==> config.mk <==
export PLATFORM = sky130hd
export DESIGN_NAME = ngd_ram
export DESIGN_NICKNAME = d
export VERILOG_FILES = /design/src/design/ngd_ram.sv
export SDC_FILE = /design/constraint.sdc
export NUM_CORES = 2
export LEC_CHECK = 0
export BUFFER_PORTS_ARGS = -buffer_cell sky130_fd_sc_hd__buf_2
export CAP_MARGIN = 20
export CORE_MARGIN = 2
export CORE_UTILIZATION = 49
export DETAILED_ROUTE_END_ITERATION = 8
export PLACE_DENSITY = 0.67
export SLEW_MARGIN = 20
export SYNTH_ARGS = -nofsm -noshare
export SYNTH_HDL_FRONTEND = slang
export SYNTH_SLANG_ARGS = --single-unit
==> constraint.sdc <==
create_clock -name clock -period 6 [get_ports clock]
set_clock_uncertainty 0.1 [all_clocks]
set_input_delay 0.3 -clock clock [delete_from_list [all_inputs] [get_ports clock]]
set_output_delay 0.3 -clock clock [all_outputs]
set_load 0.02 [all_outputs]
==> src/design/ngd_ram.sv <==
// ----------------------------------------------------------------------------
// ngd_ram
// Generic single-write, single-read RAM with registered read data.
// ----------------------------------------------------------------------------
module ngd_ram #(
   parameter int WIDTH = 64,
   parameter int DEPTH = 64
) (
   input  logic                     clock,
   input  logic                     wr_en,
   input  logic [$clog2(DEPTH)-1:0] wr_addr,
   input  logic [WIDTH-1:0]         wr_data,
   input  logic                     rd_en,
   input  logic [$clog2(DEPTH)-1:0] rd_addr,
   output logic [WIDTH-1:0]         rd_data
);

   logic [WIDTH-1:0] mem [DEPTH];
   logic [WIDTH-1:0] rd_data_ff;

   always_ff @(posedge clock) begin
      if (wr_en) begin
         mem[wr_addr] <= wr_data;
      end
      if (rd_en) begin
         rd_data_ff <= mem[rd_addr];
      end
   end

   assign rd_data = rd_data_ff;

endmodule

==> reports/qor.yml <==
track_usage: 0.2597
cts_tree: "built"
start_util: 0.4932
critPathMaxFanout: 26
antenna_found_initial: 29
h-tree-depth: 5
worst_slew_pin_slew_ns: 1.214
clk_latency_ns: 0.97
wl_per_cell_um: 36.34
rsz0062_at_grt: "false"
crit_path_end_kind: "flop"
muxShareOfSynthArea: 0.1555
final_hold_viol_count: 0
rows: 207
total_power_mw: 60.11
p_sw_mw: 12.81
synth_cells: 6598
synth.largest_area_cell: "edfxtp_1"
intPower_mw: 47.30
powerDensity_nw_per_um2: 337.5
synth-edff-count: 4160
seqPwrFrac: 0.538
p_sw_frac: 0.2131
drv_cap: 0
portBuffers: 142
synth-seq-area-share: 0.7957
synth-compound-area-share: 0.02467
cts_buffers: 406
status: "finished clean"
critical_path_class: "primary input to flop"
grt_pass1_vias: 75940
worst_ir_drop_vdd_mv: 0.2550
ios: 143
cellLeakagePower_nw: 55.34
cpPeakStageDelay_ns: 1.17
finalCritPeriodShare: 0.5497
fin_setup_tns_ns: 0
syn_area_um2: 157000
grt_max_degree: 110
die_w_um: 570.0
yosys_register_bits: 4160
synth_area_leaders: "edfxtp_1 80%, mux4_2 15%, mux2i_1 0.86%"
setup_viol: 0
cts_buffer_depth: 4
synth_fp_nets: 6677
clkPwrFrac: 0.415
path_buf_inv: 3
core_area_um2: 318300
totalWireLength_mm: 422.3
syn_to_final_growth_pct: 13.45
gp_congestion: 0.7925
layout_min_cycle_time_ns: 3.298
crit_path_cell_trace: "dlygate4sd3_1, buf_2, nand4_1, nor2_4, buf_4"
cts-root-buf: "clkbuf_16"
ctsResizeCount: 0
synth_xor_area_frac: 0
ys.flop_type: "edfxtp_1"
setup.worst_path.start_class: "primary input"
ys_types: 32
synth-simple-area-share: 0.01235
cp.required_ns: 6.47
post-route-util: 0.5595
slew_viol_final: 0
cp_top_family: "simple AND/OR/NAND/NOR gates"
final_net_count: 7168
cts.sinks: 4160
die_h_um: 570.0
dpl.hpwl_mm: 226.2
drc_errors: 0
clk_pin_slew_ns: 0.06
max_freq_mhz: 303.2
synth_warnings: 0
gr-total-overflow: 0
p_comb_frac: 0.046
slowest_stage: "nor2_4"
drtAntennaViolNets: 0
drive_gt1_frac: 0.2800
synthArstFlopShare: 0
synth_top_family_by_area: "multiplexers"
cp.arrival_ns: 3.77
max_slew_margin: 0.1909
synth_top_area_frac: 0.7957
syn_area_per_cell_um2: 23.79
vias: 76620
synthAdderAreaFrac: 0
viasPerCell: 6.592
firstDrtPassIters: 5
die-area_um2: 324900
grt_pass1_wl_mm: 591.8
drt-initial-drc-count: 10600
min_path_type: "primary input to flop"
==> cells by family (layout without fill, tap and decap cells) <==
family / Yosys count / count (layout)
AO/OA/AOI/OAI: 504 / 504
buffers and inverters: 389 / 1217
flip-flops: 4160 / 4160
multiplexers: 1159 / 1159
other: 0 / 16
AND/OR/NAND/NOR: 386 / 386
==> tightest hold or removal path: cells and delay by family <==
kind / cells / cell delay (ns)
and+or+nand+nor: 2 / 0.55
buffers and inverters: 1 / 0.15
==> repair_timing <==
item	4_1_cts	5_1_grt
setup endpoints to repair	0	0
buffers inserted	0	0
hold buffers	47	20
endpoints found under the hold margin	2129	1280
==> registers in the layout, indices dropped and copies added (netlist names) <==
signal,cells
mem,4096
rd_data,64
==> cell usage in the layout, fill, tap and decap left out, types with 28 or more instances in the layout <==
master / instances
a211oi_1: 63
a22o_1: 88
a22oi_1: 168
and3_1: 64
buf_12: 48
buf_2: 106
buf_4: 221
bufinv_16: 35
clkbuf_1: 87
clkbuf_16: 406
clkinv_1: 96
clkinv_2: 72
dlygate4sd3_1: 67
edfxtp_1: 4160
mux2i_1: 135
mux4_2: 1024
nand2_1: 56
nand3_1: 45
nor2_1: 47
nor2_4: 65
o221ai_1: 38
o22ai_1: 83
or2_2: 28
or3_1: 29
==> routing by layer <==
layer,GRT usage,wire (µm),vias to the layer above
li1,-,-,29570
met1,0.3649,158900,41710
met2,0.4153,204500,4592
met3,0.05062,44780,731
met4,0.08001,14150,10
met5,0,64,-
==> final timing paths <==
check,startpoint,end,slack (ns),depth (start not counted)
setup / recovery,wr_addr[1],mem[23][62],2.70,5
hold reg to reg,mem[39][10],rd_data[10],0.80,4
hold / removal,wr_addr[0],mem[53][58],0.14,3
setup reg to reg,mem[13][30],rd_data[30],3.74,5
==> power by group through the flow <==
| stage | logic (mW) | registers, mW | clock network [mW] |
|---|---|---|---|
| 2_1_floorplan | 1.50 | 33.0 | 0 |
| 3_3_place_gp | 2.68 | 33.0 | 0 |
| 3_5_place_dp | 2.74 | 33.0 | 0 |
| 4_1_cts | 2.78 | 32.4 | 25.2 |
| 5_1_grt | 2.95 | 32.4 | 26.3 |
| 6_report | 2.79 | 32.4 | 25.0 |
==> cell usage after synthesis, types with 20 or more instances <==
library cell / n
edfxtp_1: 4160
mux4_2: 1024
buf_2: 170
a22oi_1: 168
clkbuf_1: 140
mux2i_1: 135
nor2_1: 112
a22o_1: 88
o22ai_1: 83
and3_1: 64
a211oi_1: 63
nand2_1: 58
nand3_1: 45
o221ai_1: 38
buf_4: 34
or3_1: 29
nor2b_1: 28
or2_2: 28
a41oi_1: 26
buf_1: 20
==> area by class of cell <==
cell class | instances | area, µm²
diodes | 16 | 40.04
clock buffers | 493 | 10490
clock inverters | 252 | 2494
fillers | 22680 | 140200
inverters | 19 | 71.32
multi-input cells | 2049 | 30770
flip-flops and latches | 4160 | 124900
well taps | 4180 | 5230
repair buffers | 453 | 4083
==> through the flow <==
stage | worst slack (ns) | hold WS [ns] | instance area [µm²] | cells
after CTS | 2.819 | 0.0005876 | 177600 | 11580
after floorplan | 0.1640 | 0.2989 | 157000 | 6598
final | 2.702 | 0.1429 | 178100 | 11620
after global placement | 2.385 | 0.7185 | 163900 | 10780
after detailed placement | 2.346 | 0.7039 | 164100 | 10790
after global routing | 2.775 | 0.1464 | 178100 | 11610
Power figures use the tool's default switching activity.
