===== src/design/ngd_pkg.sv =====
// ----------------------------------------------------------------------------
// ngd_pkg
// Shared types and constants of the neighbour Gaussian density block.
// ----------------------------------------------------------------------------
package ngd_pkg;

   localparam int NB_MAX    = 32;
   localparam int IDX_W     = $clog2(NB_MAX);
   localparam int CNT_W     = $clog2(NB_MAX + 2);
   localparam int ADDR_W    = IDX_W + 1;
   localparam int RAM_DEPTH = 2 * NB_MAX;
   localparam int JOB_SLOTS = 2;
   localparam int SLOT_W    = $clog2(JOB_SLOTS + 1);

   localparam logic [0:0]  CSR_SIGMA    = 1'd0;
   localparam logic [0:0]  CSR_WEIGHTED = 1'd1;
   localparam logic [15:0] SIGMA_RESET  = 16'd1280;

   localparam logic [32:0] INV_SQRT_2PI = 33'd1713444047;
   localparam logic [32:0] RECIP_3      = 33'h0AAAAAAAB;
   localparam logic [31:0] EXP_LIMIT    = 32'd23 << 16;

   typedef enum logic [1:0] {
      ST_OK          = 2'd0,
      ST_ZERO_SPREAD = 2'd1,
      ST_OVERFLOW    = 2'd2
   } status_type;

   typedef struct packed {
      logic             bank;
      logic [CNT_W-1:0] count;
      logic [31:0]      max;
      status_type       status;
   } job_type;

   typedef struct packed {
      logic              en;
      logic [ADDR_W-1:0] addr;
      logic [63:0]       data;
   } ram_wr_type;

   typedef enum logic [4:0] {
      BK_IDLE, BK_SQRT, BK_MULF, BK_DIVF, BK_MULS, BK_RD, BK_RDW, BK_DIVQ,
      BK_MULX, BK_EXPC, BK_T2, BK_T3, BK_T4, BK_D6, BK_D24, BK_POLY, BK_SQ,
      BK_G1, BK_G2, BK_W1, BK_W2, BK_ACC, BK_OUT
   } back_state_type;

endpackage


===== src/design/ngd_queue.sv =====
// ----------------------------------------------------------------------------
// ngd_queue
// Two-entry job queue between front and back.
// ----------------------------------------------------------------------------
module ngd_queue (
   input  logic             clock,
   input  logic             reset,
   input  logic             push,
   input  ngd_pkg::job_type push_job,
   input  logic             pop,
   output logic             pop_valid,
   output ngd_pkg::job_type pop_job
);

   ngd_pkg::job_type           slot_ff [ngd_pkg::JOB_SLOTS];
   logic                       wr_ptr_ff, rd_ptr_ff;
   logic [ngd_pkg::SLOT_W-1:0] fill_ff;

   assign pop_valid = fill_ff != '0;
   assign pop_job   = slot_ff[rd_ptr_ff];

   always_ff @(posedge clock) begin
      if (push) begin
         slot_ff[wr_ptr_ff] <= push_job;
      end
   end

   always_ff @(posedge clock) begin
      if (reset) begin
         wr_ptr_ff <= 1'b0;
         rd_ptr_ff <= 1'b0;
         fill_ff   <= '0;
      end else begin
         if (push) begin
            wr_ptr_ff <= ~wr_ptr_ff;
         end
         if (pop && pop_valid) begin
            rd_ptr_ff <= ~rd_ptr_ff;
         end
         fill_ff <= fill_ff + ngd_pkg::SLOT_W'(push)
                    - ngd_pkg::SLOT_W'(pop && pop_valid);
      end
   end

endmodule


===== config.mk =====
export PLATFORM = sky130hd
export DESIGN_NAME = ngd_queue
export DESIGN_NICKNAME = d
export VERILOG_FILES = /design/src/design/ngd_pkg.sv /design/src/design/ngd_queue.sv
export SDC_FILE = /design/constraint.sdc
export NUM_CORES = 1
export LEC_CHECK = 0
export BUFFER_PORTS_ARGS = -buffer_cell sky130_fd_sc_hd__clkbuf_2
export CELL_PAD_IN_SITES_DETAIL_PLACEMENT = 1
export CELL_PAD_IN_SITES_GLOBAL_PLACEMENT = 1
export CORE_MARGIN = 2
export CORE_UTILIZATION = 44
export DETAILED_ROUTE_END_ITERATION = 8
export PLACE_DENSITY_LB_ADDON = 0.1
export SETUP_SLACK_MARGIN = 0.4
export SYNTH_ARGS = -nofsm -noshare
export SYNTH_HDL_FRONTEND = slang
export SYNTH_SLANG_ARGS = --single-unit
export TNS_END_PERCENT = 100

===== constraint.sdc =====
create_clock -name clock -period 3.6 [get_ports clock]
set_clock_uncertainty 0.05 [all_clocks]
set_input_delay 0 -clock clock [delete_from_list [all_inputs] [get_ports clock]]
set_output_delay 0 -clock clock [all_outputs]
set_load 0.02 [all_outputs]

==> impl_metrics.yaml <==
status:
  status: "finished, final reports clean"
timing:
  setup_viol: 0
  fmax_ghz: 0.4562
  fin_crit_ns: 2.192
  rsz0062_at_grt: "no"
  slew_viol_final: 0
  finalCritPeriodShare: 0.6089
  worst_pin_slew_ns: 1.019
  setup_tns_ns: 0
  hold_viol: 0
  max-slew-margin-rel: 0.3204
logic_synthesis:
  ys_seq_area_frac: 0.7532
  postSynthCellCount: 150
  synthDistinctLibCells: 15
  synth_fp_nets: 197
  synth_area_per_cell_um2: 22.68
  yosys_warnings: 0
  syn_area_um2: 3402
  ys_ff_latch: 87
drt:
  drcViolationCount: 0
  wl_per_cell_um: 15.75
  avgViaCountPerCell: 4.584
  postRouteAntennaNets: 0
  num_vias: 1797
  first_pass_iters: 4
  dr.first_iter.drc_count: 58
  routed_wl_um: 6174
critical_path:
  r2r-end: "slot_ff[1][32]"
  crit_type: "reg2out"
  cp.required_ns: 3.55
  endpoint_kind: "primary output"
  rrSetupSlack_ns: 1.90
  arrival_ns: 2.14
  worstReg2RegStart: "wr_ptr_ff"
  start_kind: "register"
  critPathMaxFanout: 22
  rr_worst_depth: 1
power_and_ir_drop:
  cellPowerDensity_nw_per_um2: 591.4
  power_w: 0.002689
  p_leak_nw: 1.839
  vdd_drop_max_mv: 0.2965
global_route:
  grt_util_met1: 0.1779
  busiest_layer: "met2"
  grt_use_met3: 0.03369
  grt_max_degree: 42
  grt_pass1_wl_um: 9784
  antenna_found_initial: 0
  overflow: 0
  grt_pass1_vias: 2002
  track_usage: 0.1573
  use_met2: 0.2806
hold_path:
  min_from: "pop"
  hold_path.class: "in2reg"
  hold_depth: 3
  whs_endpoint: "rd_ptr_ff"
clock_network:
  insertion_delay_ns: 0.33
  h-tree-depth: 3
  cts_num_sinks: 87
  clk_pin_slew_ns: 0.07
  cts_buffer_depth: 2
  hold_buffers: 43
  cts_inserted_buffers: 9
  cts_resized: 0
  root_buffer: "clkbuf_8"
  cts_setup_buffers: 0
  cts_tree: "built"
placed_design:
  dp_hpwl_um: 3933
  numPortBuffers: 86
  globalplace.congestion: 0.6556
final_layout:
  diodes: 0
  drive_gt1_frac: 0.5103
  fin_nets: 334
  nFillCells: 696
  areaGrowthSynthToFinish_pct: 33.65
  multi_input_area_um2: 749.5
  regArea_um2: 2564
floorplanning:
  rows: 32
  io-pin-count: 87
  floorplan.initialDensity: 0.4472
  die_h_um: 91.93
  core_um2: 7607
  dieArea_um2: 8451
  die_w_um: 91.93
run:
  drv_cap: 0
[how the worst max path moves through the flow]
stage | to | depth (start not counted) | slack (ns) | startpoint
floorplan | slot_ff[0][0] | 1 | 0.94 | wr_ptr_ff
detailed placement | pop_job[31] | 3 | 1.73 | register
CTS | pop_job[31] | 3 | 1.35 | register
global placement | pop_job[11] | 3 | 1.76 | register
finish | pop_job[31] | 3 | 1.41 | register
global route | pop_job[31] | 3 | 1.28 | register
[flip-flops by register name (all words and copies together), names as in the netlist, named ones only]
register	flops
fill_ff	2
rd_ptr_ff	1
slot_ff	82
wr_ptr_ff	1
[through the flow]
| step | hold WS (ns) | cells | utilization | worst slack [ns] | instance area, um2 |
|---|---|---|---|---|---|
| after floorplan | 0.02161 | 150 | - | 0.9428 | 3402 |
| after global placement | 0.1382 | 335 | 0.5118 | 1.761 | 3894 |
| after detailed placement | 0.1437 | 335 | 0.5118 | 1.727 | 3894 |
| after CTS | 0.07962 | 392 | 0.5977 | 1.349 | 4547 |
| after global routing | 0.1054 | 392 | 0.5977 | 1.277 | 4547 |
| final | 0.09452 | 392 | 0.5977 | 1.408 | 4547 |
[final cells by class]
type                            count  area share
Inverter                            2    0.001651
Clock inverter                      5     0.02174
Multi-Input combinational cell     56      0.1648
Timing Repair Buffer              131      0.1926
Sequential cell                    87      0.5638
Tap cell                          102     0.02807
Clock buffer                        9     0.02724
[per-layer routing]
| layer | up-vias | wire (um) |
|---|---|---|
| met5 | - | 0 |
| met2 | 55 | 3245 |
| met4 | 0 | 123 |
| li1 | 854 | - |
| met1 | 877 | 2529 |
| met3 | 11 | 275 |
[synth_stat cells (all sizes together)]
| cell | number | area share |
|---|---|---|
| mux2 | 43 | 0.19 |
| or2 | 1 | 0.0018 |
| xnor3 | 1 | 0.0066 |
| buf | 5 | 0.027 |
| xnor2 | 1 | 0.0026 |
| ha | 2 | 0.0074 |
| nor2b | 3 | 0.0055 |
| nor2 | 3 | 0.0033 |
| inv | 2 | 0.0022 |
| and2 | 1 | 0.0018 |
| o21a | 1 | 0.0022 |
| dfxtp | 5 | 0.029 |
| edfxtp | 82 | 0.72 |
[worst max-delay path: stages (launching register included)]
cell and delay, ns:
dfxtp_2 0.79, buf_4 0.51, mux2_4 0.35, clkbuf_2 0.16
[cell usage in the layout, fill, tap and decap left out]
cell type	n
inv_1	2
dfxtp_1	4
or2_2	1
mux2_4	40
o21a_1	1
xnor2_1	1
ha_1	2
edfxtp_1	82
clkinv_2	1
clkbuf_8	9
nor2b_1	2
dfxtp_2	1
dlygate4sd3_1	43
mux2_2	3
clkinv_1	1
bufinv_16	3
nor2_1	3
xnor3_1	1
clkbuf_2	86
nor2b_4	1
buf_4	2
and2_2	1
[cell families (layout without fill, tap and decap cells)]
logic type / after synthesis / count (layout) / synth area share
adders and majority gates: 2 / 2 / 0.007354
AOI/OAI and AO/OA: 1 / 1 / 0.002208
muxes: 43 / 43 / 0.1865
buffers and inverters: 7 / 147 / 0.02906
and+or+nand+nor: 8 / 8 / 0.01251
DFF: 87 / 87 / 0.7532
xor gates and xnor gates: 2 / 2 / 0.009195
[report_power, final]
| group | switching, W | leakage, nW | internal, W |
|---|---|---|---|
| registers | 0.0000628 | 0.811 | 0.00119 |
| logic | 0.000329 | 0.915 | 0.000352 |
| clock network | 0.000305 | 0.113 | 0.000450 |
(Power assumes the default switching activity.)
