## src/design/ngd_pkg.sv

```systemverilog
// ----------------------------------------------------------------------------
// ngd_pkg
// Shared types and constants of the neighbour Gaussian density block.
// ----------------------------------------------------------------------------
package ngd_pkg;

   localparam int NB_MAX    = 32;
   localparam int IDX_W     = $clog2(NB_MAX);
   localparam int CNT_W     = $clog2(NB_MAX + 2);
   localparam int ADDR_W    = IDX_W + 1;
   localparam int RAM_DEPTH = 2 * NB_MAX;
   localparam int JOB_SLOTS = 2;
   localparam int SLOT_W    = $clog2(JOB_SLOTS + 1);

   localparam logic [0:0]  CSR_SIGMA    = 1'd0;
   localparam logic [0:0]  CSR_WEIGHTED = 1'd1;
   localparam logic [15:0] SIGMA_RESET  = 16'd1280;

   localparam logic [32:0] INV_SQRT_2PI = 33'd1713444047;
   localparam logic [32:0] RECIP_3      = 33'h0AAAAAAAB;
   localparam logic [31:0] EXP_LIMIT    = 32'd23 << 16;

   typedef enum logic [1:0] {
      ST_OK          = 2'd0,
      ST_ZERO_SPREAD = 2'd1,
      ST_OVERFLOW    = 2'd2
   } status_type;

   typedef struct packed {
      logic             bank;
      logic [CNT_W-1:0] count;
      logic [31:0]      max;
      status_type       status;
   } job_type;

   typedef struct packed {
      logic              en;
      logic [ADDR_W-1:0] addr;
      logic [63:0]       data;
   } ram_wr_type;

   typedef enum logic [4:0] {
      BK_IDLE, BK_SQRT, BK_MULF, BK_DIVF, BK_MULS, BK_RD, BK_RDW, BK_DIVQ,
      BK_MULX, BK_EXPC, BK_T2, BK_T3, BK_T4, BK_D6, BK_D24, BK_POLY, BK_SQ,
      BK_G1, BK_G2, BK_W1, BK_W2, BK_ACC, BK_OUT
   } back_state_type;

endpackage

```

## src/design/ngd_back.sv

```systemverilog
// ----------------------------------------------------------------------------
// ngd_back
// Computes the density of one set: square root and factor division once,
// then per neighbour a ratio division, exponential and scaling on one
// shared multiplier, with a saturating sum and an output register.
// ----------------------------------------------------------------------------
module ngd_back (
   input  logic                        clock,
   input  logic                        reset,
   input  logic [15:0]                 sigma_count,
   input  logic                        weighted_mode,
   input  logic                        job_valid,
   input  ngd_pkg::job_type            job,
   output logic                        job_pop,
   output logic                        job_done,
   output logic                        rd_en,
   output logic [ngd_pkg::ADDR_W-1:0]  rd_addr,
   input  logic [63:0]                 rd_data,
   output logic                        rsp_tvalid,
   input  logic                        rsp_tready,
   output logic [31:0]                 rsp_tdata,
   output logic [1:0]                  rsp_tuser
);

   ngd_pkg::back_state_type   state_ff, state_in;
   ngd_pkg::job_type          job_ff, job_in;
   logic [ngd_pkg::CNT_W-1:0] idx_ff, idx_in;
   logic [5:0]                step_ff, step_in;
   logic [63:0]               sq_v_ff, sq_v_in, sq_res_ff, sq_res_in, sq_bit_ff, sq_bit_in;
   logic [63:0]               f_ff, f_in, dvd_ff, dvd_in, quo_ff, quo_in;
   logic [31:0]               div_ff, div_in, rem_ff, rem_in;
   logic [31:0]               s2_ff, s2_in, mass_ff, mass_in, x_ff, x_in;
   logic [31:0]               t_ff, t_in, t2_ff, t2_in, t3_ff, t3_in, t4_ff, t4_in;
   logic [31:0]               c6_ff, c6_in, c24_ff, c24_in, acc_ff, acc_in;
   logic [32:0]               p_ff, p_in;
   logic [64:0]               lo_ff, lo_in;
   logic [63:0]               g_ff, g_in, term_ff, term_in;
   logic                      out_valid_ff, out_valid_in;
   logic [31:0]               out_dens_ff, out_dens_in;
   logic [1:0]                out_stat_ff, out_stat_in;

   logic [32:0] mul_a, mul_b;
   logic [65:0] prod;
   logic [63:0] sq_trial;
   logic [32:0] rem_sh;
   logic        div_ge;
   logic [33:0] poly;
   logic [65:0] sq_round;
   logic [32:0] acc_sum;
   logic [ngd_pkg::CNT_W-1:0] idx_next;

   always_comb begin
      unique case (state_ff)
         ngd_pkg::BK_MULF: begin mul_a = 33'(sigma_count); mul_b = ngd_pkg::INV_SQRT_2PI; end
         ngd_pkg::BK_MULS: begin mul_a = 33'(sigma_count); mul_b = 33'(sigma_count); end
         ngd_pkg::BK_MULX: begin mul_a = quo_ff[32:0]; mul_b = 33'(s2_ff); end
         ngd_pkg::BK_T2:   begin mul_a = 33'(t_ff); mul_b = 33'(t_ff); end
         ngd_pkg::BK_T3:   begin mul_a = 33'(t2_ff); mul_b = 33'(t_ff); end
         ngd_pkg::BK_T4:   begin mul_a = 33'(t3_ff); mul_b = 33'(t_ff); end
         ngd_pkg::BK_D6:   begin mul_a = 33'(t3_ff >> 1); mul_b = ngd_pkg::RECIP_3; end
         ngd_pkg::BK_D24:  begin mul_a = 33'(t4_ff >> 3); mul_b = ngd_pkg::RECIP_3; end
         ngd_pkg::BK_SQ:   begin mul_a = p_ff; mul_b = p_ff; end
         ngd_pkg::BK_G1:   begin mul_a = 33'(f_ff[31:0]); mul_b = p_ff; end
         ngd_pkg::BK_G2:   begin mul_a = 33'(f_ff[63:32]); mul_b = p_ff; end
         ngd_pkg::BK_W1:   begin mul_a = 33'(g_ff[31:0]); mul_b = 33'(mass_ff); end
         ngd_pkg::BK_W2:   begin mul_a = 33'(g_ff[63:32]); mul_b = 33'(mass_ff); end
         default:          begin mul_a = '0; mul_b = '0; end
      endcase
   end

   assign prod     = 66'(mul_a) * 66'(mul_b);
   assign sq_trial = sq_res_ff + sq_bit_ff;
   assign rem_sh   = {rem_ff, dvd_ff[63]};
   assign div_ge   = rem_sh >= {1'b0, div_ff};
   assign poly     = {2'b01, 32'b0} - 34'(t_ff) + 34'(t2_ff >> 1) - 34'(c6_ff) + 34'(c24_ff);
   assign sq_round = prod + 66'(64'h8000_0000);
   assign acc_sum  = 33'(acc_ff) + 33'(term_ff[31:0]);
   assign idx_next = idx_ff + 1'b1;

   assign rd_addr = {job_ff.bank, idx_ff[ngd_pkg::IDX_W-1:0]};

   always_comb begin
      state_in = state_ff;   job_in = job_ff;     idx_in = idx_ff;   step_in = step_ff;
      sq_v_in = sq_v_ff;     sq_res_in = sq_res_ff; sq_bit_in = sq_bit_ff;
      f_in = f_ff;           dvd_in = dvd_ff;     quo_in = quo_ff;   div_in = div_ff;
      rem_in = rem_ff;       s2_in = s2_ff;       mass_in = mass_ff; x_in = x_ff;
      t_in = t_ff;           t2_in = t2_ff;       t3_in = t3_ff;     t4_in = t4_ff;
      c6_in = c6_ff;         c24_in = c24_ff;     acc_in = acc_ff;   p_in = p_ff;
      lo_in = lo_ff;         g_in = g_ff;         term_in = term_ff;
      out_valid_in = out_valid_ff && !rsp_tready;
      out_dens_in  = out_dens_ff;
      out_stat_in  = out_stat_ff;
      job_pop  = 1'b0;
      job_done = 1'b0;
      rd_en    = 1'b0;
      unique case (state_ff)
         ngd_pkg::BK_IDLE: begin
            if (job_valid) begin
               job_pop   = 1'b1;
               job_in    = job;
               acc_in    = '0;
               idx_in    = '0;
               step_in   = '0;
               sq_v_in   = {job.max, 32'b0};
               sq_res_in = '0;
               sq_bit_in = 64'h1 << 62;
               state_in  = (job.status != ngd_pkg::ST_OK) ? ngd_pkg::BK_OUT
                                                          : ngd_pkg::BK_SQRT;
            end
         end
         ngd_pkg::BK_SQRT: begin
            if (sq_v_ff >= sq_trial) begin
               sq_v_in   = sq_v_ff - sq_trial;
               sq_res_in = (sq_res_ff >> 1) + sq_bit_ff;
            end else begin
               sq_res_in = sq_res_ff >> 1;
            end
            sq_bit_in = sq_bit_ff >> 2;
            step_in   = step_ff + 1'b1;
            if (step_ff == 6'd31) begin
               state_in = ngd_pkg::BK_MULF;
            end
         end
         ngd_pkg::BK_MULF: begin
            dvd_in   = {1'b0, prod[46:0], 16'b0};
            div_in   = sq_res_ff[31:0];
            rem_in   = '0;
            quo_in   = '0;
            step_in  = '0;
            state_in = ngd_pkg::BK_DIVF;
         end
         ngd_pkg::BK_DIVF, ngd_pkg::BK_DIVQ: begin
            rem_in  = div_ge ? 32'(rem_sh - {1'b0, div_ff}) : rem_sh[31:0];
            quo_in  = {quo_ff[62:0], div_ge};
            dvd_in  = dvd_ff << 1;
            step_in = step_ff + 1'b1;
            if (step_ff == 6'd63) begin
               if (state_ff == ngd_pkg::BK_DIVF) begin
                  f_in     = {quo_ff[62:0], div_ge};
                  state_in = ngd_pkg::BK_MULS;
               end else begin
                  state_in = ngd_pkg::BK_MULX;
               end
            end
         end
         ngd_pkg::BK_MULS: begin
            s2_in    = prod[31:0];
            state_in = ngd_pkg::BK_RD;
         end
         ngd_pkg::BK_RD: begin
            rd_en    = 1'b1;
            state_in = ngd_pkg::BK_RDW;
         end
         ngd_pkg::BK_RDW: begin
            dvd_in   = {1'b0, rd_data[31:0], 31'b0};
            mass_in  = rd_data[63:32];
            div_in   = job_ff.max;
            rem_in   = '0;
            quo_in   = '0;
            step_in  = '0;
            state_in = ngd_pkg::BK_DIVQ;
         end
         ngd_pkg::BK_MULX: begin
            x_in     = prod[63:32];
            state_in = ngd_pkg::BK_EXPC;
         end
         ngd_pkg::BK_EXPC: begin
            if (x_ff == '0) begin
               p_in     = {1'b1, 32'b0};
               state_in = ngd_pkg::BK_G1;
            end else if (x_ff >= ngd_pkg::EXP_LIMIT) begin
               p_in     = '0;
               state_in = ngd_pkg::BK_G1;
            end else begin
               t_in     = {x_ff[23:0], 8'b0};
               state_in = ngd_pkg::BK_T2;
            end
         end
         ngd_pkg::BK_T2:  begin t2_in = prod[63:32]; state_in = ngd_pkg::BK_T3; end
         ngd_pkg::BK_T3:  begin t3_in = prod[63:32]; state_in = ngd_pkg::BK_T4; end
         ngd_pkg::BK_T4:  begin t4_in = prod[63:32]; state_in = ngd_pkg::BK_D6; end
         ngd_pkg::BK_D6:  begin c6_in = 32'(prod[65:33]); state_in = ngd_pkg::BK_D24; end
         ngd_pkg::BK_D24: begin c24_in = 32'(prod[65:33]); state_in = ngd_pkg::BK_POLY; end
         ngd_pkg::BK_POLY: begin
            p_in     = poly[32:0];
            step_in  = '0;
            state_in = ngd_pkg::BK_SQ;
         end
         ngd_pkg::BK_SQ: begin
            p_in    = sq_round[64:32];
            step_in = step_ff + 1'b1;
            if (step_ff == 6'd7) begin
               state_in = ngd_pkg::BK_G1;
            end
         end
         ngd_pkg::BK_G1: begin
            lo_in    = prod[64:0];
            state_in = ngd_pkg::BK_G2;
         end
         ngd_pkg::BK_G2: begin
            g_in = prod[63:0] + 64'(lo_ff >> 32);
            if (weighted_mode) begin
               state_in = ngd_pkg::BK_W1;
            end else begin
               term_in  = (prod[63:0] + 64'(lo_ff >> 32)) >> 16;
               state_in = ngd_pkg::BK_ACC;
            end
         end
         ngd_pkg::BK_W1: begin
            lo_in    = prod[64:0];
            state_in = ngd_pkg::BK_W2;
         end
         ngd_pkg::BK_W2: begin
            term_in  = prod[63:0] + 64'(lo_ff >> 32);
            state_in = ngd_pkg::BK_ACC;
         end
         ngd_pkg::BK_ACC: begin
            if (term_ff[63:32] != '0 || term_ff[31:0] == '1 || acc_sum[32]) begin
               acc_in = '1;
            end else begin
               acc_in = acc_sum[31:0];
            end
            idx_in   = idx_next;
            state_in = (idx_next == job_ff.count) ? ngd_pkg::BK_OUT : ngd_pkg::BK_RD;
         end
         ngd_pkg::BK_OUT: begin
            if (!out_valid_ff || rsp_tready) begin
               out_valid_in = 1'b1;
               out_dens_in  = acc_ff;
               out_stat_in  = job_ff.status;
               job_done     = 1'b1;
               state_in     = ngd_pkg::BK_IDLE;
            end
         end
         default: begin
            state_in = ngd_pkg::BK_IDLE;
         end
      endcase
   end

   always_ff @(posedge clock) begin
      job_ff <= job_in;   idx_ff <= idx_in;       step_ff <= step_in;
      sq_v_ff <= sq_v_in; sq_res_ff <= sq_res_in; sq_bit_ff <= sq_bit_in;
      f_ff <= f_in;       dvd_ff <= dvd_in;       quo_ff <= quo_in;
      div_ff <= div_in;   rem_ff <= rem_in;       s2_ff <= s2_in;
      mass_ff <= mass_in; x_ff <= x_in;           t_ff <= t_in;
      t2_ff <= t2_in;     t3_ff <= t3_in;         t4_ff <= t4_in;
      c6_ff <= c6_in;     c24_ff <= c24_in;       acc_ff <= acc_in;
      p_ff <= p_in;       lo_ff <= lo_in;         g_ff <= g_in;
      term_ff <= term_in; out_dens_ff <= out_dens_in; out_stat_ff <= out_stat_in;
   end

   always_ff @(posedge clock) begin
      if (reset) begin
         state_ff     <= ngd_pkg::BK_IDLE;
         out_valid_ff <= 1'b0;
      end else begin
         state_ff     <= state_in;
         out_valid_ff <= out_valid_in;
      end
   end

   assign rsp_tvalid = out_valid_ff;
   assign rsp_tdata  = out_dens_ff;
   assign rsp_tuser  = out_stat_ff;

   a_err_zero: assert property (@(posedge clock) disable iff (reset)
      rsp_tvalid && rsp_tuser != ngd_pkg::ST_OK |-> rsp_tdata == '0)
      else $error("error result carries nonzero density");

   a_done_once: assert property (@(posedge clock) disable iff (reset)
      job_done |=> state_ff == ngd_pkg::BK_IDLE && rsp_tvalid)
      else $error("job completion without result");

   a_idx_bound: assert property (@(posedge clock) disable iff (reset)
      rd_en |-> idx_ff < job_ff.count && job_ff.status == ngd_pkg::ST_OK)
      else $error("store read beyond set");

endmodule
```

## config.mk

```make
export PLATFORM = sky130hd
export DESIGN_NAME = ngd_back
export DESIGN_NICKNAME = d
export VERILOG_FILES = /design/src/design/ngd_pkg.sv /design/src/design/ngd_back.sv
export SDC_FILE = /design/constraint.sdc
export NUM_CORES = 2
export LEC_CHECK = 0
export BUFFER_PORTS_ARGS = -buffer_cell sky130_fd_sc_hd__buf_4
export CAP_MARGIN = 20
export CORE_ASPECT_RATIO = 0.9
export CORE_UTILIZATION = 50
export CTS_BUF_LIST = sky130_fd_sc_hd__clkbuf_4 sky130_fd_sc_hd__clkbuf_8 sky130_fd_sc_hd__clkbuf_16
export CTS_CLUSTER_DIAMETER = 50
export CTS_CLUSTER_SIZE = 20
export DETAILED_ROUTE_END_ITERATION = 16
export PLACE_DENSITY = 0.68
export SLEW_MARGIN = 15
export SYNTH_ARGS = -nofsm -noshare
export SYNTH_HDL_FRONTEND = slang
export SYNTH_SLANG_ARGS = --single-unit
```

## constraint.sdc

```tcl
create_clock -name clock -period 23.6 [get_ports clock]
set_clock_uncertainty 0.2 [all_clocks]
set_input_delay 2.36 -clock clock [delete_from_list [all_inputs] [get_ports clock]]
set_output_delay 2.36 -clock clock [all_outputs]
set_load 0.02 [all_outputs]
```

==> reports/results.ini <==
[global_route]
antenna_found_initial = 9
grt_pass1_wl_um = 455000
gr-total-overflow = 0
first_global_vias = 70800
grt.total_usage_pct = 34.1
grt_max_degree = 87

[die]
die-area_um2 = 181000
start_util_pct = 50.3
io_pins = 170
rows = 147
die-width_um = 448
coreArea_um2 = 178000
die_height_um = 404

[status]
outcome = finished clean

[clock_tree]
post-cts-setup-buffer-count = 0
cts_max_level = 3
cts_buffer_depth = 3
cts_resized = 0
cts_tree = built
hold_buffers = 0
clock_latency_ns = 0.76
numCtsBuffers = 104
root_buffer = clkbuf_16
clock-sinks = 995
clk_pin_slew_ns = 0.08

[logic_synthesis]
ys_seq_area_share_pct = 33.3
yosys_warnings = 0
synthFlopType = edfxtp_1
synth_top_area_cell = edfxtp_1
async_flop_share_pct = 0
ys_seq_elements = 995
yosys.area.top_type_share_pct = 33.1
syn_nets = 10636
syn_avg_cell_area_um2 = 10.0
postSynthCellCount = 8964
synth_edf_count = 989
netlist-cell-type-count = 94
synth_area_leaders = edfxtp_1 33%, fa_1 23%, ha_1 7.4%
syn_area_um2 = 89600

[critical_path]
worstSetupPathType = flop to flop
cp.required_ns = 23.92
crit_top_cell = fa_1
cp_slowest_cell = nand3_2
worstSetupEndpoint = term_ff[33]
arrival_ns = 14.88
critPathMaxStageDelay_ns = 0.79
reg2regPathDepth = 39
reg2reg_from = state_ff[1]
worst-r2r-setup-slack_ns = 9.05
path_max_fanout = 55
rr_endpoint = term_ff[33]
worstSetupStartpoint = state_ff[1]
worstSetupStartpointType = flop
cp-end-kind = flop

[route]
drc = 0
vias = 70102
viasPerCell = 6.10
drt-total-wl_um = 307000
dr.pass1.iters = 6
wl_per_cell_um = 26.7
drt_iter0_markers = 8007
antenna_left = 0

[timing]
rsz0062_at_grt = no
min_period_over_period_pct = 61.7
max_slew_margin_pct = 22.0
fmax_mhz = 68.7
setup_viol = 0
drv_slew = 0
tightest_slew_ns = 1.17
period_minus_slack_ns = 14.55
hold_viol = 0
finalSetupTns_ns = 0

[place]
io_buffers = 169
gp_congestion = 1.02
dp_hpwl_um = 234000

[cells_and_area]
syn_to_final_growth_pct = 9.28
drive_above_1_share_pct = 7.66
layout_commonest_cell = inv_1
num-nets-final = 10683
n_fill_cell = 15379
most-common-layout-cells = 1,242 x inv_1, 1,212 x nand2_1, 1,016 x fa_1, 989 x edfxtp_1, 841 x nor2_1

[job]
maxCapViolations = 0

[worst_hold_path]
holdCritPathClass = flop to flop

## per-layer routing
metal | share of wire, % | GRT usage, % | vias to the layer above
met4 | 7.2 | 20.1 | 10
met2 | 43 | 50.5 | 3969
met1 | 39 | 45.4 | 34998
met3 | 11 | 8.57 | 861
met5 | 0.021 | 0 | -
li1 | - | - | 30264
## Yosys cell counts (all sizes together), types with 45 or more instances
cell type  number
a211oi         57
a21o          143
a21oi         381
a221o          65
a22o           57
a22oi          86
a31oi          80
and2           55
and3           77
buf            45
clkbuf        370
edfxtp        989
fa           1016
ha            530
inv          1246
mux2i          54
nand2        1216
nand3         113
nand4          79
nor2          851
nor2b         100
nor3           97
nor4           52
o21ai         258
o21bai         52
or3            48
xnor2         201
xor2          202
## registers in the layout, summed over array words and instances, names as in the netlist, 33 cells and up
signal and count:
sq_res_ff 64, job_ff 40, quo_ff 63, dvd_ff 48
p_ff 33, term_ff 64, sq_v_ff 64, lo_ff 33
f_ff 64, g_ff 64
## worst min path at each step
stage,from,end,slack (ns),depth (start not counted)
floorplan,quo_ff[62],f_ff[63],0.20,0
global placement,job_ff[0],rsp_tuser[0],0.20,0
detailed placement,quo_ff[62],f_ff[63],0.21,0
CTS,quo_ff[62],f_ff[63],0.22,0
global route,quo_ff[59],f_ff[60],0.23,0
finish,quo_ff[62],f_ff[63],0.23,0
## worst max-delay path: cells and delay by family (launching register included)
kind / cells / cell delay, ns
AO/OA/AOI/OAI: 7 / 2.59
XOR/XNOR: 2 / 1.06
adder cells (fa/ha/maj): 10 / 4.64
buffers and inverters: 10 / 1.83
flip-flops: 1 / 0.57
multiplexers: 1 / 0.13
AND/OR/NAND/NOR: 9 / 3.12
## through the flow
stage | instances | util, % | instance area, um2 | setup slack (ns) | hold slack, ns
global placement | 11286 | 52.8 | 94100 | 8.39 | 0.203
global route | 11484 | 54.9 | 97900 | 8.49 | 0.234
detailed placement | 11287 | 52.8 | 94100 | 9.16 | 0.207
CTS | 11482 | 54.9 | 97900 | 9.17 | 0.224
floorplan | 8964 | - | 89600 | 10.95 | 0.200
finish | 11485 | 54.9 | 97900 | 9.05 | 0.228
## area by class of cell
cell class                      count  area, um2  area share, %
Tap cell                         2384       2980           3.05
Inverter                         1247       4690           4.79
Multi-Input combinational cell   6307      54000           55.1
Timing Repair Buffer              356       2710           2.77
Antenna cell                        1       2.50        0.00256
Sequential cell                   995      29800           30.5
Clock buffer                      110       2670           2.72
Clock inverter                     85       1060           1.08
## kinds of logic (layout without fill, tap and decap cells)
logic type	Yosys count	in the layout	share of synthesized area (%)
and+or+nand+nor	2834	2834	14.0
buffers and inverters	1662	1798	7.03
adders and majority gates	1546	1546	30.1
AOI/OAI and AO/OA	1469	1469	11.0
DFF	995	995	33.3
xor gates and xnor gates	403	403	3.97
muxes	55	55	0.616
other	0	1	0
Power is not shown: default switching activity piles up to over one toggle a cycle in this logic, so the estimate is an artifact.
