File: src/design/ngd_pkg.sv
// ----------------------------------------------------------------------------
// ngd_pkg
// Shared types and constants of the neighbour Gaussian density block.
// ----------------------------------------------------------------------------
package ngd_pkg;

   localparam int NB_MAX    = 32;
   localparam int IDX_W     = $clog2(NB_MAX);
   localparam int CNT_W     = $clog2(NB_MAX + 2);
   localparam int ADDR_W    = IDX_W + 1;
   localparam int RAM_DEPTH = 2 * NB_MAX;
   localparam int JOB_SLOTS = 2;
   localparam int SLOT_W    = $clog2(JOB_SLOTS + 1);

   localparam logic [0:0]  CSR_SIGMA    = 1'd0;
   localparam logic [0:0]  CSR_WEIGHTED = 1'd1;
   localparam logic [15:0] SIGMA_RESET  = 16'd1280;

   localparam logic [32:0] INV_SQRT_2PI = 33'd1713444047;
   localparam logic [32:0] RECIP_3      = 33'h0AAAAAAAB;
   localparam logic [31:0] EXP_LIMIT    = 32'd23 << 16;

   typedef enum logic [1:0] {
      ST_OK          = 2'd0,
      ST_ZERO_SPREAD = 2'd1,
      ST_OVERFLOW    = 2'd2
   } status_type;

   typedef struct packed {
      logic             bank;
      logic [CNT_W-1:0] count;
      logic [31:0]      max;
      status_type       status;
   } job_type;

   typedef struct packed {
      logic              en;
      logic [ADDR_W-1:0] addr;
      logic [63:0]       data;
   } ram_wr_type;

   typedef enum logic [4:0] {
      BK_IDLE, BK_SQRT, BK_MULF, BK_DIVF, BK_MULS, BK_RD, BK_RDW, BK_DIVQ,
      BK_MULX, BK_EXPC, BK_T2, BK_T3, BK_T4, BK_D6, BK_D24, BK_POLY, BK_SQ,
      BK_G1, BK_G2, BK_W1, BK_W2, BK_ACC, BK_OUT
   } back_state_type;

endpackage

File: src/design/ngd_front.sv
// ----------------------------------------------------------------------------
// ngd_front
// Accepts neighbours, stores them in the current bank, tracks count and
// maximum distance, and issues one job per set.
// ----------------------------------------------------------------------------
module ngd_front (
   input  logic                clock,
   input  logic                reset,
   input  logic                req_tvalid,
   output logic                req_tready,
   input  logic [63:0]         req_tdata,
   input  logic                req_tlast,
   input  logic                job_done,
   output ngd_pkg::ram_wr_type ram_wr,
   output logic                job_push,
   output ngd_pkg::job_type    job
);

   logic [ngd_pkg::CNT_W-1:0]  count_ff, count_in, count_inc;
   logic [31:0]                max_ff, max_in, max_next;
   logic                       bank_ff, bank_in;
   logic [ngd_pkg::SLOT_W-1:0] outst_ff, outst_in;
   logic                       accept;
   logic [31:0]                dist_sq;

   assign dist_sq    = req_tdata[31:0];
   assign req_tready = outst_ff < ngd_pkg::SLOT_W'(ngd_pkg::JOB_SLOTS);
   assign accept     = req_tvalid && req_tready;
   assign count_inc  = (count_ff <= ngd_pkg::CNT_W'(ngd_pkg::NB_MAX)) ?
                       count_ff + 1'b1 : count_ff;
   assign max_next   = (dist_sq > max_ff) ? dist_sq : max_ff;

   always_comb begin
      count_in = count_ff;
      max_in   = max_ff;
      bank_in  = bank_ff;
      job_push = 1'b0;
      if (accept) begin
         if (req_tlast) begin
            count_in = '0;
            max_in   = '0;
            bank_in  = ~bank_ff;
            job_push = 1'b1;
         end else begin
            count_in = count_inc;
            max_in   = max_next;
         end
      end
      outst_in = outst_ff + ngd_pkg::SLOT_W'(job_push) - ngd_pkg::SLOT_W'(job_done);
   end

   always_comb begin
      job.bank  = bank_ff;
      job.count = count_inc;
      job.max   = max_next;
      if (count_inc > ngd_pkg::CNT_W'(ngd_pkg::NB_MAX)) begin
         job.status = ngd_pkg::ST_OVERFLOW;
      end else if (max_next == '0) begin
         job.status = ngd_pkg::ST_ZERO_SPREAD;
      end else begin
         job.status = ngd_pkg::ST_OK;
      end
   end

   assign ram_wr.en   = accept && (count_ff < ngd_pkg::CNT_W'(ngd_pkg::NB_MAX));
   assign ram_wr.addr = {bank_ff, count_ff[ngd_pkg::IDX_W-1:0]};
   assign ram_wr.data = req_tdata;

   always_ff @(posedge clock) begin
      if (reset) begin
         count_ff <= '0;
         max_ff   <= '0;
         bank_ff  <= 1'b0;
         outst_ff <= '0;
      end else begin
         count_ff <= count_in;
         max_ff   <= max_in;
         bank_ff  <= bank_in;
         outst_ff <= outst_in;
      end
   end

   a_outst_bound: assert property (@(posedge clock) disable iff (reset)
      outst_ff <= ngd_pkg::SLOT_W'(ngd_pkg::JOB_SLOTS))
      else $error("outstanding jobs exceed bank count");

   a_count_bound: assert property (@(posedge clock) disable iff (reset)
      count_ff <= ngd_pkg::CNT_W'(ngd_pkg::NB_MAX + 1))
      else $error("item count beyond saturation");

   a_set_restart: assert property (@(posedge clock) disable iff (reset)
      accept && req_tlast |=> count_ff == '0 && max_ff == '0 && bank_ff != $past(bank_ff))
      else $error("set end did not restart front");

endmodule

File: config.mk
export PLATFORM = sky130hd
export DESIGN_NAME = ngd_front
export DESIGN_NICKNAME = d
export VERILOG_FILES = /design/src/design/ngd_pkg.sv /design/src/design/ngd_front.sv
export SDC_FILE = /design/constraint.sdc
export NUM_CORES = 1
export LEC_CHECK = 0
export BUFFER_PORTS_ARGS = -buffer_cell sky130_fd_sc_hd__buf_2
export CAP_MARGIN = 10
export CORE_MARGIN = 3
export CORE_UTILIZATION = 50
export DETAILED_ROUTE_END_ITERATION = 8
export GPL_ROUTABILITY_DRIVEN = 0
export GPL_TIMING_DRIVEN = 1
export PLACE_DENSITY = 0.94
export RECOVER_POWER = 25
export SLEW_MARGIN = 30
export SYNTH_ARGS = -nofsm -noshare
export SYNTH_HDL_FRONTEND = slang
export SYNTH_SLANG_ARGS = --single-unit
File: constraint.sdc
create_clock -name clock -period 8 [get_ports clock]
set_input_delay 1.6 -clock clock [delete_from_list [all_inputs] [get_ports clock]]
set_output_delay 1.6 -clock clock [all_outputs]
set_load 0.01 [all_outputs]
==> results.py, run 1 <==
metrics = {
    "outcome": {
        "status": "completed",
    },
    "setup_path": {
        "crit_top_cell": "buf_2",
        "worstPathArrival_ns": 4.33,
        "start_kind": "input port",
        "crit_slowest_cell": "or4b_1",
        "crit_family": "simple AND/OR/NAND/NOR gates",
        "path_buf_inv": 3,
        "crit_type": "in -> out",
        "path_cells": "buf_2 -> ha_1 -> nand4_2 -> or4b_1 -> and2_1 -> o31a_1 -> nor2_2 -> buf_4 -> mux2_1 -> buf_2",
        "endpoint_kind": "primary output",
        "worst-endpoint-required_ns": 6.40,
        "critPathMaxStageDelay_ns": 0.56,
        "path_max_fanout": 26,
    },
    "cells_and_area": {
        "seqCellArea_sq_um": 821,
        "final_core_utilization": 0.562,
        "n_antenna_cell": 0,
        "drive_gt1_frac": 0.316,
        "multi_input_area_sq_mm": 0.00192,
        "stdcell_area_sq_mm": 0.00369,
        "synthToLayoutAreaGrowth_pct": 5.58,
        "nNetsFinal": 535,
        "fillers": 602,
    },
    "floorplanning": {
        "initial_utilization": 0.533,
        "die-width_um": 89.6,
        "rows": 29,
        "design.core.area_sq_mm": 0.00657,
        "io_pins": 183,
        "dieArea_sq_mm": 0.00804,
        "die_h_um": 89.6,
    },
    "clock_tree": {
        "postCtsSetupRepairBufs": 0,
        "clk_latency_ns": 0.29,
        "ctsResizeCount": 0,
        "clockRootBuffer": "clkbuf_8",
        "cts_tree": "built",
        "cts_sinks": 41,
        "htree_levels": 2,
        "numCtsBuffers": 5,
        "hold_buffers": 0,
        "clk_transition_reported_paths_ns": 0.08,
        "clk_path_buf_depth": 2,
    },
    "synth": {
        "yosys.area.top_type_share": 0.235,
        "synth_cells": 384,
        "async_flop_share": 0,
        "yosys.cell_types.count": 49,
        "synth_most_common_cell": "buf_4",
        "yosysSeqAreaShare": 0.235,
        "synth_ff_type": "dfxtp_1",
        "yosys_warnings": 0,
        "synth_nets": 489,
        "syn_area_sq_mm": 0.00350,
        "ys_seq_elements": 41,
        "synth_edf_count": 0,
        "yosysTopAreaCell": "dfxtp_1",
        "synth_common_cells": "buf_4 (73), dfxtp_1 (41), inv_1 (39)",
        "synth.area.top_cells": "dfxtp_1 (23%), buf_4 (16%), ha_1 (13%)",
        "syn_area_per_cell_sq_um": 9.11,
    },
    "placement": {
        "place_area_sq_mm": 0.00362,
        "portBuffers": 118,
        "dp_hpwl_um": 6600,
    },
    "routing": {
        "wl_um": 8330,
        "drc": 0,
        "wl_met2_um": 3930,
        "drt-met1-wl_um": 3510,
        "dr.max_layer_used": "met4",
        "wl_per_cell_um": 15.9,
        "dr.pass1.iters": 4,
        "routed-wl-met3_um": 632,
        "ant_nets": 0,
        "drt_iter0_drc": 99,
        "routed_via_density": 5.64,
        "vias": 2953,
    },
    "run": {
        "cap_violations": 0,
    },
    "hold_path": {
        "hp-class": "reg -> reg",
    },
    "pwr": {
        "leakagePower_nw": 1.65,
        "peakVddDrop_mv": 0.114,
        "p_per_area_mw_per_mm2": 152,
    },
    "sta": {
        "fmax_ghz": 0.169,
        "finClkSkew_ns": 0.0112,
        "fin_tns_setup_ns": 0,
        "period_needed_ns": 5.93,
        "relSlewSlack": 0.615,
        "tightest_slew_ns": 0.572,
        "hold_violations": 0,
        "setup_viol": 0,
        "slew_violations": 0,
        "period_share": 0.741,
        "rsz0062_at_grt": "no",
    },
    "global_route": {
        "track_usage": 0.211,
        "grt_pass1_wl_um": 13400,
        "grt_max_degree": 27,
        "overflow": 0,
        "antenna_found_initial": 0,
        "grt_pass1_vias": 2817,
    },
}
[sequential cells by signal (all words and copies together), names as in the netlist]
signal,count
max_ff,32
count_ff,6
outst_ff,2
bank_ff,1
[power breakdown]
group	total (W)	switching [W]	internal (W)	leakage (nW)
logic	0.000200	0.000114	0.0000856	1.27
clock network	0.000134	0.0000742	0.0000603	0.0439
registers	0.000228	0.0000116	0.000217	0.333
[per-stage QoR]
| step | hold slack, ns | power, W | setup WS (ns) | cells |
|---|---|---|---|---|
| after floorplan | 0.490 | 0.000392 | 2.76 | 384 |
| after global placement | 0.514 | 0.000426 | 2.17 | 516 |
| after detailed placement | 0.519 | 0.000433 | 2.09 | 516 |
| after CTS | 0.540 | 0.000568 | 2.08 | 524 |
| after global routing | 0.568 | 0.000603 | 1.90 | 524 |
| final | 0.539 | 0.000563 | 2.07 | 524 |
[cell families after synthesis]
group	count (synthesis)	share of synthesized area
buffers and inverters	121	0.219
AOI/OAI and AO/OA	76	0.177
and+or+nand+nor	71	0.121
DFF	41	0.235
adders and majority gates	36	0.129
muxes	32	0.103
xor gates and xnor gates	7	0.0175
[path summary, 6_finish.rpt]
check | to | slack (ns) | startpoint | depth (start not counted)
setup / recovery | job[16] | 2.07 | req_tdata[14] | 10
hold / removal | max_ff[7] | 0.54 | max_ff[7] | 1
hold reg to reg | max_ff[7] | 0.54 | max_ff[7] | 1
setup reg to reg | max_ff[10] | 4.92 | max_ff[14] | 9
[per-layer routing]
layer	vias to the layer above	global-route usage
li1	1414	-
met1	1366	0.268
met2	143	0.354
met3	30	0.0356
met4	0	0.0866
met5	-	0
[cell usage in the layout, fill, tap and decap left out, drive strengths merged, types with 14 or more instances in the layout]
master	instances
a21oi	14
a22o	32
buf	110
clkbuf	16
dfxtp	41
ha	36
inv	39
mux2	32
nor2	14
nor4	17
[cell type report]
class,instances,share of cell area
clock buffer,5,0.0186
multi-input combinational,222,0.521
timing repair buffer,121,0.162
tap,93,0.0315
clock inverter,3,0.00474
inverter,39,0.0396
sequential,41,0.222
(Power assumes the default switching activity.)
==> inputs of run 2 (changes only) <==
--- a/config.mk
+++ b/config.mk
@@ -5,14 +5,15 @@
 export SDC_FILE = /design/constraint.sdc
 export NUM_CORES = 1
 export LEC_CHECK = 0
+export ABC_AREA = 1
 export BUFFER_PORTS_ARGS = -buffer_cell sky130_fd_sc_hd__buf_2
 export CAP_MARGIN = 10
 export CORE_MARGIN = 3
-export CORE_UTILIZATION = 50
+export CORE_UTILIZATION = 47
 export DETAILED_ROUTE_END_ITERATION = 8
 export GPL_ROUTABILITY_DRIVEN = 0
 export GPL_TIMING_DRIVEN = 1
-export PLACE_DENSITY = 0.94
+export PLACE_DENSITY = 0.89
 export RECOVER_POWER = 25
 export SLEW_MARGIN = 30
 export SYNTH_ARGS = -nofsm -noshare
==> constraint.sdc (replaced) <==
create_clock -name clock -period 5.5 [get_ports clock]
set_input_delay 1.1 -clock clock [delete_from_list [all_inputs] [get_ports clock]]
set_output_delay 1.1 -clock clock [all_outputs]
set_load 0.01 [all_outputs]
==> run 2 against run 1 <==
Effect of this change: the flow now finishes with violations (max-capacitance violations, max-slew violations); cell area increased by 3.8%; die area up 11%; sequential share of layout area decreased by 0.82 points; area after synthesis rose by 5.5%; highest routed layer is now met5.
==> results.py, run 2 <==
metrics = {
    "outcome": {
        "status": "finished, violations left",
        "violations": "max-capacitance violations, max-slew violations",
    },
    "pwr": {
        "p_per_area_mw_per_mm2": 216,
        "seqPwrFrac": 0.391,
        "internal_power_w": 0.000513,
        "peakVddDrop_mv": 0.179,
        "switching_share": 0.382,
        "pwr-share-comb": 0.385,
        "leakagePower_nw": 1.93,
        "power.switching_w": 0.000317,
        "p_clk_frac": 0.224,
    },
    "sta": {
        "setup_viol": 0,
        "period_share": 0.891,
        "fmax_ghz": 0.204,
        "hold_violations": 0,
        "fin_tns_setup_ns": 0,
        "slew_violations": 42,
        "relSlewSlack": -0.266,
        "period_needed_ns": 4.90,
        "rsz0062_at_grt": "no",
        "finClkSkew_ns": 0.00773,
        "tightest_slew_ns": 1.90,
    },
    "setup_path": {
        "worst-endpoint-required_ns": 4.40,
        "start_kind": "input port",
        "path_max_fanout": 40,
        "crit_type": "in -> out",
        "crit_slowest_cell": "nand2_4",
        "crit_family": "simple AND/OR/NAND/NOR gates",
        "path_buf_inv": 2,
        "crit_top_cell": "nand2_1",
        "endpoint_kind": "primary output",
        "worstPathArrival_ns": 3.80,
        "path_cells": "buf_2 -> ha_1 -> nand4_1 -> nor4_4 -> nand2_2 -> nand2_4 -> nand2_1 -> nand2_1 -> nand2_1 -> nor2_1 -> nand2_1 -> nor2_1 -> nand2_1 -> nor2_1 -> buf_2",
        "critPathMaxStageDelay_ns": 0.50,
    },
    "clock_tree": {
        "numCtsBuffers": 5,
        "clk_path_buf_depth": 2,
        "clockRootBuffer": "clkbuf_8",
        "clk_transition_reported_paths_ns": 0.07,
        "clk_latency_ns": 0.29,
        "ctsResizeCount": 0,
        "postCtsSetupRepairBufs": 0,
        "htree_levels": 2,
        "hold_buffers": 0,
        "cts_tree": "built",
        "cts_sinks": 41,
    },
    "placement": {
        "dp_hpwl_um": 6900,
        "portBuffers": 118,
        "dp.cells": 704,
    },
    "cells_and_area": {
        "nNetsFinal": 717,
        "top_regs": "max_ff (32), count_ff (6), outst_ff (2)",
        "largest_reg_flops": 32,
        "final_common_cell": "nand2_1",
        "final_core_utilization": 0.515,
        "n_antenna_cell": 0,
        "final_cell_mix": "nand2_1 (187), buf_2 (109), inv_1 (68), a21oi_1 (52), dfxtp_1 (41)",
        "fillers": 789,
        "fin_cells": 710,
        "drive_gt1_frac": 0.213,
        "regMostFlops": "max_ff",
        "multi_input_area_sq_mm": 0.00195,
        "synthToLayoutAreaGrowth_pct": 3.93,
        "seqCellArea_sq_um": 821,
    },
    "synth": {
        "synth_most_common_cell": "nand2_1",
        "syn_area_sq_mm": 0.00369,
        "syn_area_per_cell_sq_um": 6.39,
        "ys_seq_elements": 41,
        "synth_cells": 577,
        "synth.area.top_cells": "dfxtp_1 (22%), nand2_1 (19%), buf_4 (15%)",
        "synth_common_cells": "nand2_1 (187), buf_4 (73), inv_1 (68)",
        "yosys.cell_types.count": 28,
        "yosysTopAreaCell": "dfxtp_1",
        "yosys_warnings": 0,
        "yosysSeqAreaShare": 0.222,
        "synth_edf_count": 0,
        "synth_nets": 682,
        "synth_ff_type": "dfxtp_1",
        "async_flop_share": 0,
        "yosys.area.top_type_share": 0.222,
    },
    "floorplanning": {
        "die-width_um": 94.6,
        "initial_utilization": 0.495,
        "design.core.area_sq_mm": 0.00745,
        "rows": 31,
        "die_h_um": 94.6,
        "io_pins": 183,
        "dieArea_sq_mm": 0.00895,
    },
    "run": {
        "cap_violations": 1,
    },
    "routing": {
        "drt_iter0_drc": 227,
        "wl_um": 9190,
        "wl_per_cell_um": 12.9,
        "drc": 0,
        "dr.pass1.iters": 5,
        "routed_via_density": 5.09,
        "vias": 3614,
        "ant_nets": 0,
    },
    "global_route": {
        "grt_max_degree": 42,
        "overflow": 0,
        "track_usage": 0.207,
        "grt_pass1_wl_um": 15000,
        "grt_pass1_vias": 3353,
        "antenna_found_initial": 1,
    },
    "hold_path": {
        "hp-class": "reg -> reg",
    },
}
run 2: cell count changes after synthesis, sizes merged, moves of 5 or more:
| cell | change |
|---|---|
| nor4 | -16 |
| o21ai | +8 |
| nand2 | +183 |
| nand4 | -8 |
| a21oi | +38 |
| clkbuf | +12 |
| nand3 | +13 |
| xnor2 | -6 |
| mux2 | -32 |
| a22oi | -5 |
| nand3b | +10 |
| nor2 | +19 |
| a22o | -32 |
| inv | +33 |
run 2: tightest hold or removal path, delay by kind of cell, from the launching register on:
| kind | cells | cell delay [ns] |
|---|---|---|
| compound gates | 1 | 0.05 |
| flops | 1 | 0.31 |
| simple gates | 1 | 0.06 |
run 2: worst paths after layout:
kind                 startpoint          to  slack [ns]  cells past startpoint
setup / recovery  req_tdata[23]      job[0]        0.60                     15
setup reg to reg     max_ff[31]  max_ff[15]        2.80                     13
hold / removal       max_ff[21]  max_ff[21]        0.47                      2
hold reg to reg      max_ff[21]  max_ff[21]        0.47                      2
run 2: cells by family (layout without fill, tap and decap cells):
family / Yosys count / in the layout / synth area share
fa+ha+maj: 36 / 36 / 0.122
simple gates: 264 / 264 / 0.301
compound gates: 69 / 69 / 0.0977
buf+inv: 164 / 198 / 0.249
xor+xnor: 3 / 3 / 0.00712
flops: 41 / 41 / 0.222
run 2: power by group through the flow:
stage | Combinational, W | Sequential, W | Clock [W]
2_1_floorplan | 0.000259 | 0.000329 | 0
3_5_place_dp | 0.000320 | 0.000331 | 0
4_1_cts | 0.000323 | 0.000324 | 0.000190
5_1_grt | 0.000366 | 0.000327 | 0.000204
3_3_place_gp | 0.000310 | 0.000330 | 0
6_report | 0.000320 | 0.000324 | 0.000186
run 2: layout make-up:
type / instances / area share
Clock buffer: 5 / 0.0179
Sequential cell: 41 / 0.214
Timing Repair Buffer: 120 / 0.155
Clock inverter: 1 / 0.00131
Tap cell: 99 / 0.0323
Inverter: 72 / 0.0705
Multi-Input combinational cell: 372 / 0.509
run 2: routing by layer:
layer	share of wire	up-vias	wire, um	GRT usage
met5	0.0011	-	10	0
met1	0.39	1616	3590	0.247
met2	0.50	175	4570	0.372
met4	0.013	2	117	0.0469
met3	0.098	22	904	0.0478
li1	-	1799	-	-
run 2: metrics by stage:
step / cell area (sq um) / hold slack [ns] / power (W) / setup WS (ns)
after floorplan: 3690 / 0.445 / 0.000587 / 1.53
after global placement: 3770 / 0.452 / 0.000640 / 0.782
after detailed placement: 3770 / 0.455 / 0.000651 / 0.699
after CTS: 3850 / 0.467 / 0.000837 / 0.639
after global routing: 3830 / 0.482 / 0.000896 / 0.332
final: 3830 / 0.468 / 0.000830 / 0.597
==> inputs of run 3 (changes only) <==
--- a/config.mk
+++ b/config.mk
@@ -13,7 +13,7 @@
 export DETAILED_ROUTE_END_ITERATION = 8
 export GPL_ROUTABILITY_DRIVEN = 0
 export GPL_TIMING_DRIVEN = 1
-export PLACE_DENSITY = 0.89
+export PLACE_DENSITY = 0.92
 export RECOVER_POWER = 25
 export SLEW_MARGIN = 30
 export SYNTH_ARGS = -nofsm -noshare
==> run 3 against run 2 <==
Effect of this change: the flow still finishes with violations (max-capacitance violations, max-slew violations); global-route usage decreased by 0.14 points; power increased by 1.9%; utilization about the same; worst hold slack about the same; die area unchanged; cell count increased by 0.28%; flip-flop and latch count unchanged; register-to-register slack got worse by 0.16 ns; fmax decreased by 0.80%.
==> results.py, run 3 (synthesis gave the netlist of run 2 again) <==
metrics = {
    "cells_and_area": {
        "stdcell_area_sq_mm": 0.00384,
        "fin_cells": 712,
        "top_regs": "max_ff (32), count_ff (6), outst_ff (2)",
        "final_cell_mix": "nand2_1 (187), buf_2 (110), inv_1 (68), a21oi_1 (52), dfxtp_1 (41)",
        "synthToLayoutAreaGrowth_pct": 4.00,
        "regMostFlops": "max_ff",
        "final_core_utilization": 0.515,
        "drive_gt1_frac": 0.212,
        "largest_reg_flops": 32,
        "n_antenna_cell": 0,
        "final_common_cell": "nand2_1",
        "nNetsFinal": 717,
    },
    "clock_tree": {
        "postCtsSetupRepairBufs": 0,
        "clockRootBuffer": "clkbuf_8",
        "ctsResizeCount": 0,
        "clk_path_buf_depth": 2,
        "hold_buffers": 0,
        "cts_sinks": 41,
        "clk_transition_reported_paths_ns": 0.08,
        "clk_latency_ns": 0.30,
        "cts_tree": "built",
        "numCtsBuffers": 5,
        "htree_levels": 2,
    },
    "pwr": {
        "switching_share": 0.388,
        "internal_power_w": 0.000517,
        "power.switching_w": 0.000328,
        "peakVddDrop_mv": 0.144,
        "p_per_area_mw_per_mm2": 220,
        "p_clk_frac": 0.234,
        "seqPwrFrac": 0.384,
        "pwr-share-comb": 0.382,
        "leakagePower_nw": 1.93,
    },
    "outcome": {
        "violations": "max-capacitance violations, max-slew violations",
        "status": "finished, violations left",
    },
    "sta": {
        "period_needed_ns": 4.94,
        "fin_tns_setup_ns": 0,
        "period_share": 0.899,
        "finClkSkew_ns": 0.00877,
        "setup_viol": 0,
        "hold_violations": 0,
        "slew_violations": 74,
        "fmax_ghz": 0.202,
        "tightest_slew_ns": 1.85,
        "rsz0062_at_grt": "no",
        "relSlewSlack": -0.231,
    },
    "floorplanning": {
        "dieArea_sq_mm": 0.00895,
        "io_pins": 183,
        "initial_utilization": 0.495,
        "die-width_um": 94.6,
        "design.core.area_sq_mm": 0.00745,
        "rows": 31,
        "die_h_um": 94.6,
    },
    "placement": {
        "dp_hpwl_um": 7280,
        "dp.cells": 704,
        "place_area_sq_mm": 0.00377,
        "portBuffers": 118,
    },
    "routing": {
        "drc": 0,
        "dr.pass1.iters": 5,
        "vias": 3609,
        "routed_via_density": 5.07,
        "drt_iter0_drc": 240,
        "wl_per_cell_um": 13.2,
        "wl_um": 9430,
        "ant_nets": 0,
    },
    "setup_path": {
        "worst-endpoint-required_ns": 4.40,
        "r2r_start": "outst_ff[1]",
        "path_max_fanout": 40,
        "endpoint_kind": "primary output",
        "crit_path_start": "req_tdata[31]",
        "start_kind": "input port",
        "crit_type": "in -> out",
        "worstPathArrival_ns": 3.84,
    },
    "run": {
        "cap_violations": 2,
    },
    "global_route": {
        "antenna_found_initial": 0,
        "grt_pass1_wl_um": 14800,
        "grt_pass1_vias": 3388,
        "track_usage": 0.205,
        "grt_max_degree": 42,
        "overflow": 0,
    },
    "hold_path": {
        "hold_start": "max_ff[18]",
        "hp-class": "reg -> reg",
    },
}
## run 3: changes by cell type in the layout (fill, tap and decap cells not counted), sizes merged
cell and delta:
buf -1, clkinv +1, clkbuf +2
## run 3: final cells by class
class,instances,area (sq um)
flip-flops and latches,41,821
inverters,72,270
well taps,99,124
clock inverters,2,10.0
repair buffers,120,588
fillers,766,3610
clock buffers,6,72.6
multi-input cells,372,1950
## run 3: routing by layer
metal	vias to the layer above	routed length, um	global-route usage
li1	1797	-	-
met1	1596	3500	0.226
met2	174	4680	0.373
met3	42	914	0.0470
met4	0	329	0.0889
met5	-	0	0
## run 3: path summary, 6_finish.rpt
check / to / slack [ns] / depth (start not counted)
max: job[0] / 0.56 / 17
min: max_ff[18] / 0.47 / 2
max reg2reg: outst_ff[1] / 2.64 / 8
min reg2reg: max_ff[18] / 0.47 / 2
## run 3: power by group through the flow
| stage | logic, W | registers (W) | clock network [W] |
|---|---|---|---|
| 2_1_floorplan | 0.000259 | 0.000329 | 0 |
| 3_3_place_gp | 0.000311 | 0.000330 | 0 |
| 3_5_place_dp | 0.000324 | 0.000331 | 0 |
| 4_1_cts | 0.000326 | 0.000324 | 0.000205 |
| 5_1_grt | 0.000362 | 0.000327 | 0.000219 |
| 6_report | 0.000323 | 0.000324 | 0.000198 |
## run 3: critical path, cell delays in order
cell     delay, ns
buf_2         0.12
ha_1          0.30
nand2_1       0.09
nor2_2        0.16
nand2_2       0.10
nor4_4        0.20
nand2_2       0.37
nand2_4       0.49
nand2_1       0.12
nand2_1       0.12
nand2_1       0.06
nor2_1        0.11
nand2_1       0.07
nor2_1        0.10
nand2_1       0.08
nor2_1        0.10
buf_2         0.14
## run 3: per-stage QoR
step	total power, W	hold slack [ns]	setup WS (ns)
floorplan	0.000587	0.445	1.53
global placement	0.000641	0.452	0.771
detailed placement	0.000655	0.455	0.608
CTS	0.000855	0.469	0.602
global route	0.000908	0.490	0.363
finish	0.000845	0.468	0.557
